File: src/sv/jsu_pkg.sv
package jsu_pkg;

    // End-of-string status codes.
    localparam logic [1:0] ST_OK    = 2'd0;
    localparam logic [1:0] ST_TRUNC = 2'd1;
    localparam logic [1:0] ST_FAIL  = 2'd2;

    // One group of output bytes made by one input byte: up to four UTF-8 bytes,
    // or a single end item that carries the status.
    typedef struct packed {
        logic [3:0][7:0] data;
        logic [1:0]      last_idx;
        logic            eos;
        logic [1:0]      status;
    } entry_t;

endpackage

File: src/sv/jsu_front.sv
module jsu_front
(
    input  logic            clk,
    input  logic            rst_n,
    input  logic            take,
    input  logic [7:0]      in_byte,
    input  logic            is_last,
    output logic            gen_valid,
    output jsu_pkg::entry_t gen_entry
);

    typedef enum logic [8:0]
    {
        PH_OPEN       = 9'b000000001,
        PH_TEXT       = 9'b000000010,
        PH_ESCAPE     = 9'b000000100,
        PH_HEX_FIRST  = 9'b000001000,
        PH_PAIR_SLASH = 9'b000010000,
        PH_PAIR_U     = 9'b000100000,
        PH_HEX_SECOND = 9'b001000000,
        PH_DONE_OK    = 9'b010000000,
        PH_DONE_FAIL  = 9'b100000000
    } phase_t;

    phase_t      phase_reg;
    phase_t      phase_next;
    logic [1:0]  hex_cnt_reg;
    logic [1:0]  hex_cnt_next;
    logic [9:0]  first_unit_reg;
    logic [9:0]  first_unit_next;
    logic [15:0] acc_reg;
    logic [15:0] acc_next;

    logic [4:0]  hex_d;
    logic [15:0] acc_shift;
    logic [20:0] pair_cp;

    // Bit 4 set means the byte is not a hex digit.
    function automatic logic [4:0] hex_value(input logic [7:0] b);
        logic [4:0] r;
        r = 5'h10;
        if (b >= 8'h30 && b <= 8'h39)
        begin
            r = {1'b0, 4'(b - 8'h30)};
        end
        else if (b >= 8'h61 && b <= 8'h66)
        begin
            r = {1'b0, 4'(b - 8'h57)};
        end
        else if (b >= 8'h41 && b <= 8'h46)
        begin
            r = {1'b0, 4'(b - 8'h37)};
        end
        return r;
    endfunction

    function automatic jsu_pkg::entry_t utf8_entry(input logic [20:0] cp);
        jsu_pkg::entry_t e;
        e = '0;
        if (cp <= 21'h7F)
        begin
            e.data[0]  = cp[7:0];
            e.last_idx = 2'd0;
        end
        else if (cp <= 21'h7FF)
        begin
            e.data[0]  = {3'b110, cp[10:6]};
            e.data[1]  = {2'b10, cp[5:0]};
            e.last_idx = 2'd1;
        end
        else if (cp <= 21'hFFFF)
        begin
            e.data[0]  = {4'b1110, cp[15:12]};
            e.data[1]  = {2'b10, cp[11:6]};
            e.data[2]  = {2'b10, cp[5:0]};
            e.last_idx = 2'd2;
        end
        else
        begin
            e.data[0]  = {5'b11110, cp[20:18]};
            e.data[1]  = {2'b10, cp[17:12]};
            e.data[2]  = {2'b10, cp[11:6]};
            e.data[3]  = {2'b10, cp[5:0]};
            e.last_idx = 2'd3;
        end
        return e;
    endfunction

    assign hex_d     = hex_value(in_byte);
    assign acc_shift = {acc_reg[11:0], hex_d[3:0]};
    assign pair_cp   = 21'h10000 + {1'b0, first_unit_reg, acc_shift[9:0]};

    always_comb
    begin
        phase_next      = phase_reg;
        hex_cnt_next    = hex_cnt_reg;
        first_unit_next = first_unit_reg;
        acc_next        = acc_reg;
        gen_valid       = 1'b0;
        gen_entry       = '0;

        if (take)
        begin
            if (is_last)
            begin
                gen_valid        = 1'b1;
                gen_entry.eos    = 1'b1;
                unique case (phase_reg) inside
                    PH_OPEN, PH_TEXT, PH_DONE_OK: gen_entry.status = jsu_pkg::ST_OK;
                    PH_ESCAPE:                    gen_entry.status = jsu_pkg::ST_TRUNC;
                    default:                      gen_entry.status = jsu_pkg::ST_FAIL;
                endcase
                phase_next      = PH_OPEN;
                hex_cnt_next    = 2'd0;
                first_unit_next = 10'd0;
                acc_next        = 16'd0;
            end
            else
            begin
                unique case (phase_reg)
                    PH_OPEN:
                    begin
                        phase_next = PH_TEXT;
                    end
                    PH_TEXT:
                    begin
                        if (in_byte == 8'h22)
                        begin
                            phase_next = PH_DONE_OK;
                        end
                        else if (in_byte == 8'h5C)
                        begin
                            phase_next = PH_ESCAPE;
                        end
                        else
                        begin
                            gen_valid         = 1'b1;
                            gen_entry.data[0] = in_byte;
                        end
                    end
                    PH_ESCAPE:
                    begin
                        phase_next = PH_TEXT;
                        gen_valid  = 1'b1;
                        unique case (in_byte) inside
                            8'h22, 8'h2F, 8'h5C: gen_entry.data[0] = in_byte;
                            8'h62:               gen_entry.data[0] = 8'h08;
                            8'h66:               gen_entry.data[0] = 8'h0C;
                            8'h6E:               gen_entry.data[0] = 8'h0A;
                            8'h72:               gen_entry.data[0] = 8'h0D;
                            8'h74:               gen_entry.data[0] = 8'h09;
                            8'h75:
                            begin
                                gen_valid    = 1'b0;
                                phase_next   = PH_HEX_FIRST;
                                hex_cnt_next = 2'd0;
                                acc_next     = 16'd0;
                            end
                            default:
                            begin
                                gen_valid  = 1'b0;
                                phase_next = PH_DONE_FAIL;
                            end
                        endcase
                    end
                    PH_HEX_FIRST, PH_HEX_SECOND:
                    begin
                        if (hex_d[4])
                        begin
                            phase_next = PH_DONE_FAIL;
                        end
                        else
                        begin
                            acc_next     = acc_shift;
                            hex_cnt_next = hex_cnt_reg + 2'd1;
                            if (hex_cnt_reg == 2'd3)
                            begin
                                hex_cnt_next = 2'd0;
                                phase_next   = PH_TEXT;
                                if (phase_reg == PH_HEX_SECOND)
                                begin
                                    gen_valid = 1'b1;
                                    gen_entry = utf8_entry(pair_cp);
                                end
                                else if (acc_shift >= 16'hD800 && acc_shift <= 16'hDBFF)
                                begin
                                    // High surrogate: hold its bits for the pair.
                                    first_unit_next = acc_shift[9:0];
                                    phase_next      = PH_PAIR_SLASH;
                                end
                                else
                                begin
                                    gen_valid = 1'b1;
                                    gen_entry = utf8_entry({5'd0, acc_shift});
                                end
                            end
                        end
                    end
                    PH_PAIR_SLASH:
                    begin
                        phase_next = (in_byte == 8'h5C) ? PH_PAIR_U : PH_DONE_FAIL;
                    end
                    PH_PAIR_U:
                    begin
                        if (in_byte == 8'h75)
                        begin
                            phase_next   = PH_HEX_SECOND;
                            hex_cnt_next = 2'd0;
                            acc_next     = 16'd0;
                        end
                        else
                        begin
                            phase_next = PH_DONE_FAIL;
                        end
                    end
                    PH_DONE_OK:
                    begin
                        phase_next = PH_DONE_OK;
                    end
                    default:
                    begin
                        phase_next = PH_DONE_FAIL;
                    end
                endcase
            end
        end
    end

    always_ff @(posedge clk or negedge rst_n)
    begin
        if (!rst_n)
        begin
            phase_reg      <= PH_OPEN;
            hex_cnt_reg    <= 2'd0;
            first_unit_reg <= 10'd0;
            acc_reg        <= 16'd0;
        end
        else
        begin
            phase_reg      <= phase_next;
            hex_cnt_reg    <= hex_cnt_next;
            first_unit_reg <= first_unit_next;
            acc_reg        <= acc_next;
        end
    end

endmodule

File: src/sv/jsu_queue.sv
module jsu_queue
#(
    parameter int DEPTH = 4
)
(
    input  logic            clk,
    input  logic            rst_n,
    input  logic            wr_en,
    input  jsu_pkg::entry_t wr_entry,
    output logic            full,
    input  logic            rd_en,
    output jsu_pkg::entry_t rd_entry,
    output logic            not_empty
);

    localparam int PW = (DEPTH > 1) ? $clog2(DEPTH) : 1;
    localparam int CW = $clog2(DEPTH + 1);

    jsu_pkg::entry_t mem_reg [DEPTH];
    logic [PW-1:0]   wr_ptr_reg;
    logic [PW-1:0]   wr_ptr_next;
    logic [PW-1:0]   rd_ptr_reg;
    logic [PW-1:0]   rd_ptr_next;
    logic [CW-1:0]   count_reg;
    logic [CW-1:0]   count_next;

    assign full      = (count_reg == CW'(DEPTH));
    assign not_empty = (count_reg != '0);
    assign rd_entry  = mem_reg[rd_ptr_reg];

    always_comb
    begin
        wr_ptr_next = wr_ptr_reg;
        rd_ptr_next = rd_ptr_reg;
        count_next  = count_reg;
        if (wr_en)
        begin
            wr_ptr_next = (wr_ptr_reg == PW'(DEPTH - 1)) ? '0 : wr_ptr_reg + 1'b1;
        end
        if (rd_en)
        begin
            rd_ptr_next = (rd_ptr_reg == PW'(DEPTH - 1)) ? '0 : rd_ptr_reg + 1'b1;
        end
        if (wr_en && !rd_en)
        begin
            count_next = count_reg + 1'b1;
        end
        else if (rd_en && !wr_en)
        begin
            count_next = count_reg - 1'b1;
        end
    end

    always_ff @(posedge clk)
    begin
        if (wr_en)
        begin
            mem_reg[wr_ptr_reg] <= wr_entry;
        end
    end

    always_ff @(posedge clk or negedge rst_n)
    begin
        if (!rst_n)
        begin
            wr_ptr_reg <= '0;
            rd_ptr_reg <= '0;
            count_reg  <= '0;
        end
        else
        begin
            wr_ptr_reg <= wr_ptr_next;
            rd_ptr_reg <= rd_ptr_next;
            count_reg  <= count_next;
        end
    end

endmodule

File: src/sv/jsu_back.sv
module jsu_back
(
    input  logic            clk,
    input  logic            rst_n,
    input  logic            q_not_empty,
    input  jsu_pkg::entry_t q_entry,
    output logic            q_pop,
    input  logic            pop,
    output logic            empty,
    output logic [7:0]      out_byte,
    output logic            end_of_string,
    output logic [1:0]      status
);

    jsu_pkg::entry_t work_reg;
    logic            work_valid_reg;
    logic [1:0]      idx_reg;
    logic            out_valid_reg;
    logic [7:0]      out_byte_reg;
    logic            out_eos_reg;
    logic [1:0]      out_status_reg;

    logic            advance;
    logic            work_done;

    assign advance   = work_valid_reg && (!out_valid_reg || pop);
    assign work_done = advance && (idx_reg == work_reg.last_idx);
    assign q_pop     = q_not_empty && (!work_valid_reg || work_done);

    assign empty         = !out_valid_reg;
    assign out_byte      = out_byte_reg;
    assign end_of_string = out_eos_reg;
    assign status        = out_status_reg;

    always_ff @(posedge clk)
    begin
        if (q_pop)
        begin
            work_reg <= q_entry;
        end
        if (advance)
        begin
            out_byte_reg   <= work_reg.data[idx_reg];
            out_eos_reg    <= work_reg.eos;
            out_status_reg <= work_reg.status;
        end
    end

    always_ff @(posedge clk or negedge rst_n)
    begin
        if (!rst_n)
        begin
            work_valid_reg <= 1'b0;
            idx_reg        <= 2'd0;
            out_valid_reg  <= 1'b0;
        end
        else
        begin
            if (q_pop)
            begin
                work_valid_reg <= 1'b1;
                idx_reg        <= 2'd0;
            end
            else if (work_done)
            begin
                work_valid_reg <= 1'b0;
            end
            else if (advance)
            begin
                idx_reg <= idx_reg + 2'd1;
            end

            if (advance)
            begin
                out_valid_reg <= 1'b1;
            end
            else if (pop)
            begin
                out_valid_reg <= 1'b0;
            end
        end
    end

endmodule

File: src/sv/json_string_unescape_utf8_unit.sv
// Throughput: one input byte per cycle while full is low; results leave at
// one byte per cycle while pop is high, one result per UTF-8 byte.
// Reset: rst_n is asynchronous and active low; it empties the queue and the
// output stage and returns the decoder to waiting for an opening byte.
module json_string_unescape_utf8_unit
#(
    parameter int QUEUE_DEPTH = 4
)
(
    input  logic       clk,
    input  logic       rst_n,
    input  logic       push,
    output logic       full,
    input  logic [7:0] in_byte,
    input  logic       is_last,
    output logic       empty,
    input  logic       pop,
    output logic [7:0] out_byte,
    output logic       end_of_string,
    output logic [1:0] status
);

    // The front decoder classifies each byte of the token and turns it into a
    // group of zero to four output bytes. Groups wait in a short queue, and the
    // back end sends them out one byte per cycle of pop through a registered
    // output. Because escapes shrink the text, a four-byte group always comes
    // from at least twelve input bytes, so the queue rarely fills at full rate.

    logic            take;
    logic            gen_valid;
    jsu_pkg::entry_t gen_entry;
    logic            q_not_empty;
    jsu_pkg::entry_t q_entry;
    logic            q_pop;

    // A request is taken whenever the queue has room, whether or not the byte
    // makes any output.
    assign take = push && !full;

    jsu_front u_front
    (
        .clk       (clk),
        .rst_n     (rst_n),
        .take      (take),
        .in_byte   (in_byte),
        .is_last   (is_last),
        .gen_valid (gen_valid),
        .gen_entry (gen_entry)
    );

    jsu_queue
    #(
        .DEPTH (QUEUE_DEPTH)
    )
    u_queue
    (
        .clk       (clk),
        .rst_n     (rst_n),
        .wr_en     (gen_valid),
        .wr_entry  (gen_entry),
        .full      (full),
        .rd_en     (q_pop),
        .rd_entry  (q_entry),
        .not_empty (q_not_empty)
    );

    jsu_back u_back
    (
        .clk           (clk),
        .rst_n         (rst_n),
        .q_not_empty   (q_not_empty),
        .q_entry       (q_entry),
        .q_pop         (q_pop),
        .pop           (pop),
        .empty         (empty),
        .out_byte      (out_byte),
        .end_of_string (end_of_string),
        .status        (status)
    );

endmodule

File: config.mk
export PLATFORM = sky130hd
export DESIGN_NAME = json_string_unescape_utf8_unit
export DESIGN_NICKNAME = d
export VERILOG_FILES = /design/src/sv/jsu_pkg.sv /design/src/sv/jsu_front.sv /design/src/sv/jsu_queue.sv /design/src/sv/jsu_back.sv /design/src/sv/json_string_unescape_utf8_unit.sv
export SDC_FILE = /design/constraint.sdc
export NUM_CORES = 1
export LEC_CHECK = 0
export BUFFER_PORTS_ARGS = -buffer_cell sky130_fd_sc_hd__buf_2
export CAP_MARGIN = 10
export CORE_MARGIN = 5
export CORE_UTILIZATION = 44
export DETAILED_ROUTE_END_ITERATION = 7
export PLACE_DENSITY_LB_ADDON = 0.15
export SLEW_MARGIN = 25
export SYNTH_ARGS = -nofsm -noshare
export SYNTH_HDL_FRONTEND = slang
export SYNTH_SLANG_ARGS = --single-unit
File: constraint.sdc
create_clock -name clk -period 3.71 [get_ports clk]
set_clock_uncertainty 0.15 [all_clocks]
set_input_delay 0.371 -clock clk [delete_from_list [all_inputs] [get_ports clk]]
set_output_delay 0.371 -clock clk [all_outputs]
set_load 0.02 [all_outputs]
## Yosys cells after proc, flatten, opt, wreduce, memory -nomap -nowiden

Memory sizes are Yosys's and may differ from the RTL's. A register that Yosys moved wholly into a read port is not among the register bits.
Index checks and enable logic that the tools add are counted.

| storage, ports and cells | value |
|---|---|
| input bits | 13 |
| word-level logic and storage cells | 197 |
| RAM bits | 148 |
| register bits | 55 |
| memories kept | 1 |
| output and inout port bits | 13 |

| operators by class | value |
|---|---|
| magnitude comparators | 14 |
| equality and inequality tests | 29 |
| mux-type cells | 95 |
| reductions and logical operators | 35 |
| $add $sub $neg | 10 |

Memories:

| memory | words | width | read ports | clocked after memory_dff | write ports | line | source |
|---|---|---|---|---|---|---|---|
| u_queue.mem_reg | 4 | 37 | 1 | 1 | 1 | jsu_queue.sv:19 | `jsu_pkg::entry_t mem_reg [DEPTH];` |

Operators with widths:

| kind | number |
|---|---|
| $mux W26 | 17 |
| $mux W37 | 5 |
| $mux W24 | 4 |
| $mux W10 | 8 |
| $mux W9 | 8 |
| $pmux W9 S7 | 1 |
| $eq A8 B7 Y1 const B | 7 |
| $pmux W8 S6 | 1 |
| $mux W8 | 5 |
| $mux W12 | 3 |
| $mux W18 | 2 |
| $mux W34 | 1 |
| $mux W5 | 5 |
| $pmux W12 S2 | 1 |
| $pmux W8 S3 | 1 |
| $add A17 B20 Y21 const A | 1 |
| $le A21 B11 Y1 const B | 1 |
| $le A21 B16 Y1 const B | 1 |
| $le A21 B7 Y1 const B | 1 |
| $mux W2 | 9 |
| $pmux W9 S2 | 1 |
| $bmux W8 S2 | 1 |
| $eq A8 B6 Y1 const B | 2 |
| $ge A16 B16 Y1 const B | 1 |
| other kinds (46) | 96 |

## Logic depth before layout (Yosys ltp)

| depth | value |
|---|---|
| word-level depth | 24 |
| depth in mapped cells | 14 |
| gate-level depth less buffers | 14 |

## By module

From an unflattened synthesis, not the netlist that was laid out.

| second synthesis, totals | value |
|---|---|
| cells, all modules | 730 |
| area, all modules | 10928.0 µm² |

By module, submodules not included:

| module | cells each | seq. area each (µm²) | instances | area an instance (µm²) |
|---|---|---|---|---|
| jsu_queue | 230 | 4619.4 | 1 | 5748.0 |
| jsu_front | 419 | 827.0 | 1 | 3284.4 |
| jsu_back | 80 | 1541.5 | 1 | 1881.8 |
| json_string_unescape_utf8_unit | 1 | 0.0 | 1 | 13.8 |

## Worst setup path after synthesis

OpenSTA, ideal clock, no wires.

| timing | value |
|---|---|
| path type | register -> register |
| start | register u_back.out_valid_reg |
| end | register u_queue.count_reg[1] |
| data arrival time | 3.832 ns |
| setup slack | -0.397 ns |
| data required time | 3.435 ns |
| library setup time | 0.125 ns |
| clock period less this slack | 4.107 ns |
| stages on the path, launching flop included | 10 |
| buffers on the path | 0 |
| cell sequence | dfrtp_1 inv_1 nor2_1 o31ai_1 nor2b_1 inv_1 ha_1 inv_1 fa_1 mux2_2 |

| between the ends | value |
|---|---|
| longest elaborated chain between the ends | 9 |
| elaborated cells on any way between the ends | 11 |
| those cells by class | mux (1); reduce/logical (10) |

Ends and longest elaborated chain:

| element | line | source |
|---|---|---|
| from (decl) | jsu_back.sv:18 | `logic out_valid_reg;` |
| from (signal assigned) | jsu_back.sv:55 | `out_valid_reg <= 1'b0;` |
| from (signal assigned) | jsu_back.sv:75 | `out_valid_reg <= 1'b1;` |
| from (signal assigned) | jsu_back.sv:79 | `out_valid_reg <= 1'b0;` |
| $logic_not A1 Y1 | - |  |
| net empty | json_string_unescape_utf8_unit.sv:16 | `output logic empty,` |
| $logic_or A1 B1 Y1 | jsu_back.sv:26 | `assign advance = work_valid_reg && (!out_valid_reg \|\| pop);` |
| $logic_and A1 B1 Y1 | jsu_back.sv:26 |  |
| $logic_and A1 B1 Y1 | jsu_back.sv:27 | `assign work_done = advance && (idx_reg == work_reg.last_idx);` |
| $logic_or A1 B1 Y1 | jsu_back.sv:28 | `assign q_pop = q_not_empty && (!work_valid_reg \|\| work_done);` |
| $logic_and A1 B1 Y1 | jsu_back.sv:28 |  |
| net q_pop | json_string_unescape_utf8_unit.sv:34 | `logic q_pop;` |
| $logic_not A1 Y1 | jsu_queue.sv:44 | `if (wr_en && !rd_en)` |
| $logic_and A1 B1 Y1 | jsu_queue.sv:44 |  |
| $mux W3 | jsu_queue.sv:44 |  |
| net u_queue.count_next[1] | jsu_queue.sv:25 | `logic [CW-1:0] count_next;` |
| to (signal assigned) | jsu_queue.sv:74 | `count_reg <= count_next;` |
| to (decl) | jsu_queue.sv:24 | `logic [CW-1:0] count_reg;` |

The timed path passes the listed nets, and every way through them passes these cells.
A chain may end at the register's enable or synchronous reset.

==> metrics.csv <==
stage,metric,value,unit
logic_synthesis,synth_seq_cells,220,
clock_tree,clk_pin_slew_worst_paths,0.06,ns
worst_setup_path,critPathMaxFanout,6,
timing,slew_violations,0,
status,status,"finished, final reports clean",
timing,setup_viol,0,
clock_tree,clkLatencyLatePin,0.50,ns
logic_synthesis,synth_top_family_by_area,simple AND/OR/NAND/NOR gates,
worst_setup_path,path_cells,"ha_1, or2_1, o21a_1, or3b_2, or4_4, a21oi_1, or2_1, and4b_1",
detailed_routing,drt-wirelength-per-cell,22.7,um
worst_setup_path,startpoint,u_front.first_unit_reg[6]$_DFFE_PN0P_,
logic_synthesis,synthMuxAreaShare,9.85,%
timing,worstMarginPinSlew,0.859,ns
clock_tree,cts_sinks,220,
finish,largest_reg_flops,132,
global_route,grt_use_total,18.8,%
logic_synthesis,synthesis.area,10100,um2
worst_setup_path,path_common_cell,or2_1,
floorplanning,fp.dieW,162,um
worst_setup_path,cp.required,3.78,ns
finish,area.sequential,6390,um2
worst_setup_path,reg2reg_from,u_front.first_unit_reg[6]$_DFFE_PN0P_,
timing,hold_viol,0,
floorplanning,fp-row-count,55,
detailed_routing,vias,6366,
finish,fill_cells,1945,
timing,max_freq,0.291,GHz
timing,max-slew-margin-rel,42.4,%
timing,fin_worst_hold_slack,0.0780,ns
global_route,grt_overflow,0,
timing,min_period,3.44,ns
logic_synthesis,synthArstFlopShare,20.0,%
power_and_ir_drop,ir_drop,0.000379,V
detailed_routing,firstDrtPassIters,7,
finish,antenna_cells,0,
logic_synthesis,post_synth_and_or_nand_nor_area_fraction,11.9,%
logic_synthesis,synth.most_common_cell,edfxtp_1,
clock_tree,cts_tree,built,
clock_tree,cts_buffers,23,
worst_setup_path,r2r_cells,8,
hold_path,holdCritPathClass,input port to flop,
logic_synthesis,synth-edff-count,176,
logic_synthesis,syn_nets,728,
logic_synthesis,synth_fa_ha_area_share,1.80,%
floorplanning,fp.dieH,162,um
logic_synthesis,synth_cells,701,
worst_setup_path,cp.arrival,3.50,ns
flow_run,maxCapViolations,0,
floorplanning,start_util,44.7,%
global_route,grt_max_degree,37,
global_route,first_global_vias,6453,
finish,multi_input_area,3560,um2
timing,setup_tns,0,ns
timing,period_share,92.7,%
placed_design,io_buffers,25,
detailed_routing,wirelength,24400,um
detailed_routing,via_per_inst,5.93,
detailed_routing,ant_nets,0,
worst_setup_path,path_class,flop to flop,
finish,fin_nets,799,
logic_synthesis,yosysUniqueCellTypes,85,
clock_tree,clockBufferDepth,3,
logic_synthesis,synth_commonest_cells,"176 x edfxtp_1, 55 x nand2_1, 43 x dfrtp_1",
power_and_ir_drop,p_leak,4.23,nW
floorplanning,io-pin-count,26,
worst_setup_path,endpoint_kind,flop,
global_route,grt_pass1_wl,38300,um
logic_synthesis,synth_top_flop_cell,edfxtp_1,
logic_synthesis,yosysWarnings,0,
logic_synthesis,ys_top_cells_by_area,"edfxtp_1 52%, dfrtp_1 11%, mux4_2 8.9%",
global_route,antenna_found_initial,0,
clock_tree,cts_root_buffer,clkbuf_16,
worst_setup_path,startpoint_type,flop,
worst_setup_path,timing.rr.end,u_queue.mem_reg[0][18]$_DFFE_PP_,
logic_synthesis,yosysTopAreaCell,edfxtp_1,
placed_design,place.gp.congestion,0.938,
worst_setup_path,cp_slowest_cell,or4_4,
detailed_routing,dr.first_iter.drc_count,481,
worst_setup_path,slowest_delay,0.61,ns
worst_setup_path,rrSetupSlack,0.27,ns
power_and_ir_drop,p_per_area,637,nW/um2
logic_synthesis,yosysTopAreaCellShare,52.1,%
logic_synthesis,syn-mean-instance-area,14.5,um2
floorplanning,die_area,26200,um2
logic_synthesis,synth_compound_area_share,10.6,%
detailed_routing,drc_errors,0,
finish,utilization,51.7,%
logic_synthesis,seq_area_frac_synth,62.9,%
worst_setup_path,crit_end,u_queue.mem_reg[0][18]$_DFFE_PP_,
timing,rsz0062_at_grt,no,
finish,area_growth,15.6,%
finish,layout-drive-gt1-share,23.3,%
floorplanning,fp.coreArea,22700,um2
clock_tree,htreeDepth,1,
placed_design,hpwl,17200,um
logic_synthesis,synth_xor_area_share,0.777,%
-- worst min path at each step --
stage                                 startpoint                                to  slack [ns]  cells after the start
finish                                       pop  u_back.out_valid_reg$_DFFE_PN0P_        0.08                      3
global route                                 pop  u_back.out_valid_reg$_DFFE_PN0P_        0.10                      3
CTS                                          pop  u_back.out_valid_reg$_DFFE_PN0P_        0.06                      3
detailed placement  u_back.work_reg[2]$_DFFE_PP_    u_back.end_of_string$_DFFE_PP_        0.27                      0
global placement    u_back.work_reg[1]$_DFFE_PP_        u_back.status[1]$_DFFE_PP_        0.25                      0
floorplan                                  rst_n     u_back.idx_reg[0]$_DFFE_PN0P_       -0.07                      0
-- routing by layer --
metal / global-route usage (%) / part of all wire [%] / vias to the layer above
li1: - / - / 2926
met1: 27.3 / 46 / 3247
met2: 30.2 / 48 / 152
met3: 2.49 / 3.8 / 41
met4: 5.42 / 2.6 / 0
met5: 0 / 0 / -
-- worst max-delay path: cells and delay by family, from the launching register on --
family | cells | cell delay (ns)
and+or+nand+nor | 5 | 1.91
AOI/OAI and AO/OA | 2 | 0.43
DFF | 1 | 0.41
adders and majority gates | 1 | 0.25
-- timing repair --
item                                   4_1_cts  5_1_grt
gates resized for setup                      0        0
hold buffers                                 1        0
endpoints found under the hold margin       21        0
setup buffers                                0        0
-- stage by stage --
step                instance area [um2]  cells  setup slack (ns)  power [W]
global placement                  11000   1031            0.0831    0.00521
floorplan                         10100    701             0.190    0.00468
CTS                               11700   1074             0.285    0.00759
finish                            11700   1074             0.271    0.00748
global route                      11700   1074             0.158    0.00786
detailed placement                11000   1031           0.00427    0.00527
-- final cells by class --
cell class	count	area share, %
clock inverters	11	1.24
well taps	285	3.04
clock buffers	31	5.33
multi-input cells	430	30.3
repair buffers	78	5.01
inverters	19	0.608
flip-flops and latches	220	54.5
-- cells in the final DEF, fill, tap and decap left out, types with 4 or more instances in the layout --
cell and count:
a21o_1 4, a22o_1 22, nor3_1 11, nor4_1 11
buf_2 25, and3_1 4, nand2b_1 14, nor2_1 39
xor2_1 5, o22ai_1 7, xnor2_1 4, nand2_1 55
nand3_1 18, clkbuf_1 6, inv_1 19, a21oi_1 18
a221o_1 4, o21ai_0 23, and2_1 17, or3b_2 5
nor2b_1 4, nand3b_1 4, buf_4 47, buf_12 5
nand4_1 5, mux4_2 40, ha_1 13, mux2_2 5
dfrtp_1 42, edfxtp_1 176, o31ai_1 10, clkbuf_16 23
-- cells by family (layout without fill, tap and decap cells) --
group                    Yosys count  in the layout
flip-flops                       220            220
buffers and inverters             51            139
adder cells (fa/ha/maj)           14             14
XOR/XNOR                           9              9
multiplexers                      48             48
AO/OA/AOI/OAI                    141            141
AND/OR/NAND/NOR                  218            218
-- where the power goes --
part | internal [W] | switching (W) | leakage [nW]
clock | 0.00140 | 0.000908 | 0.374
combinational | 0.000793 | 0.000943 | 1.66
sequential | 0.00322 | 0.000210 | 2.19
Power figures use the tool's default switching activity.
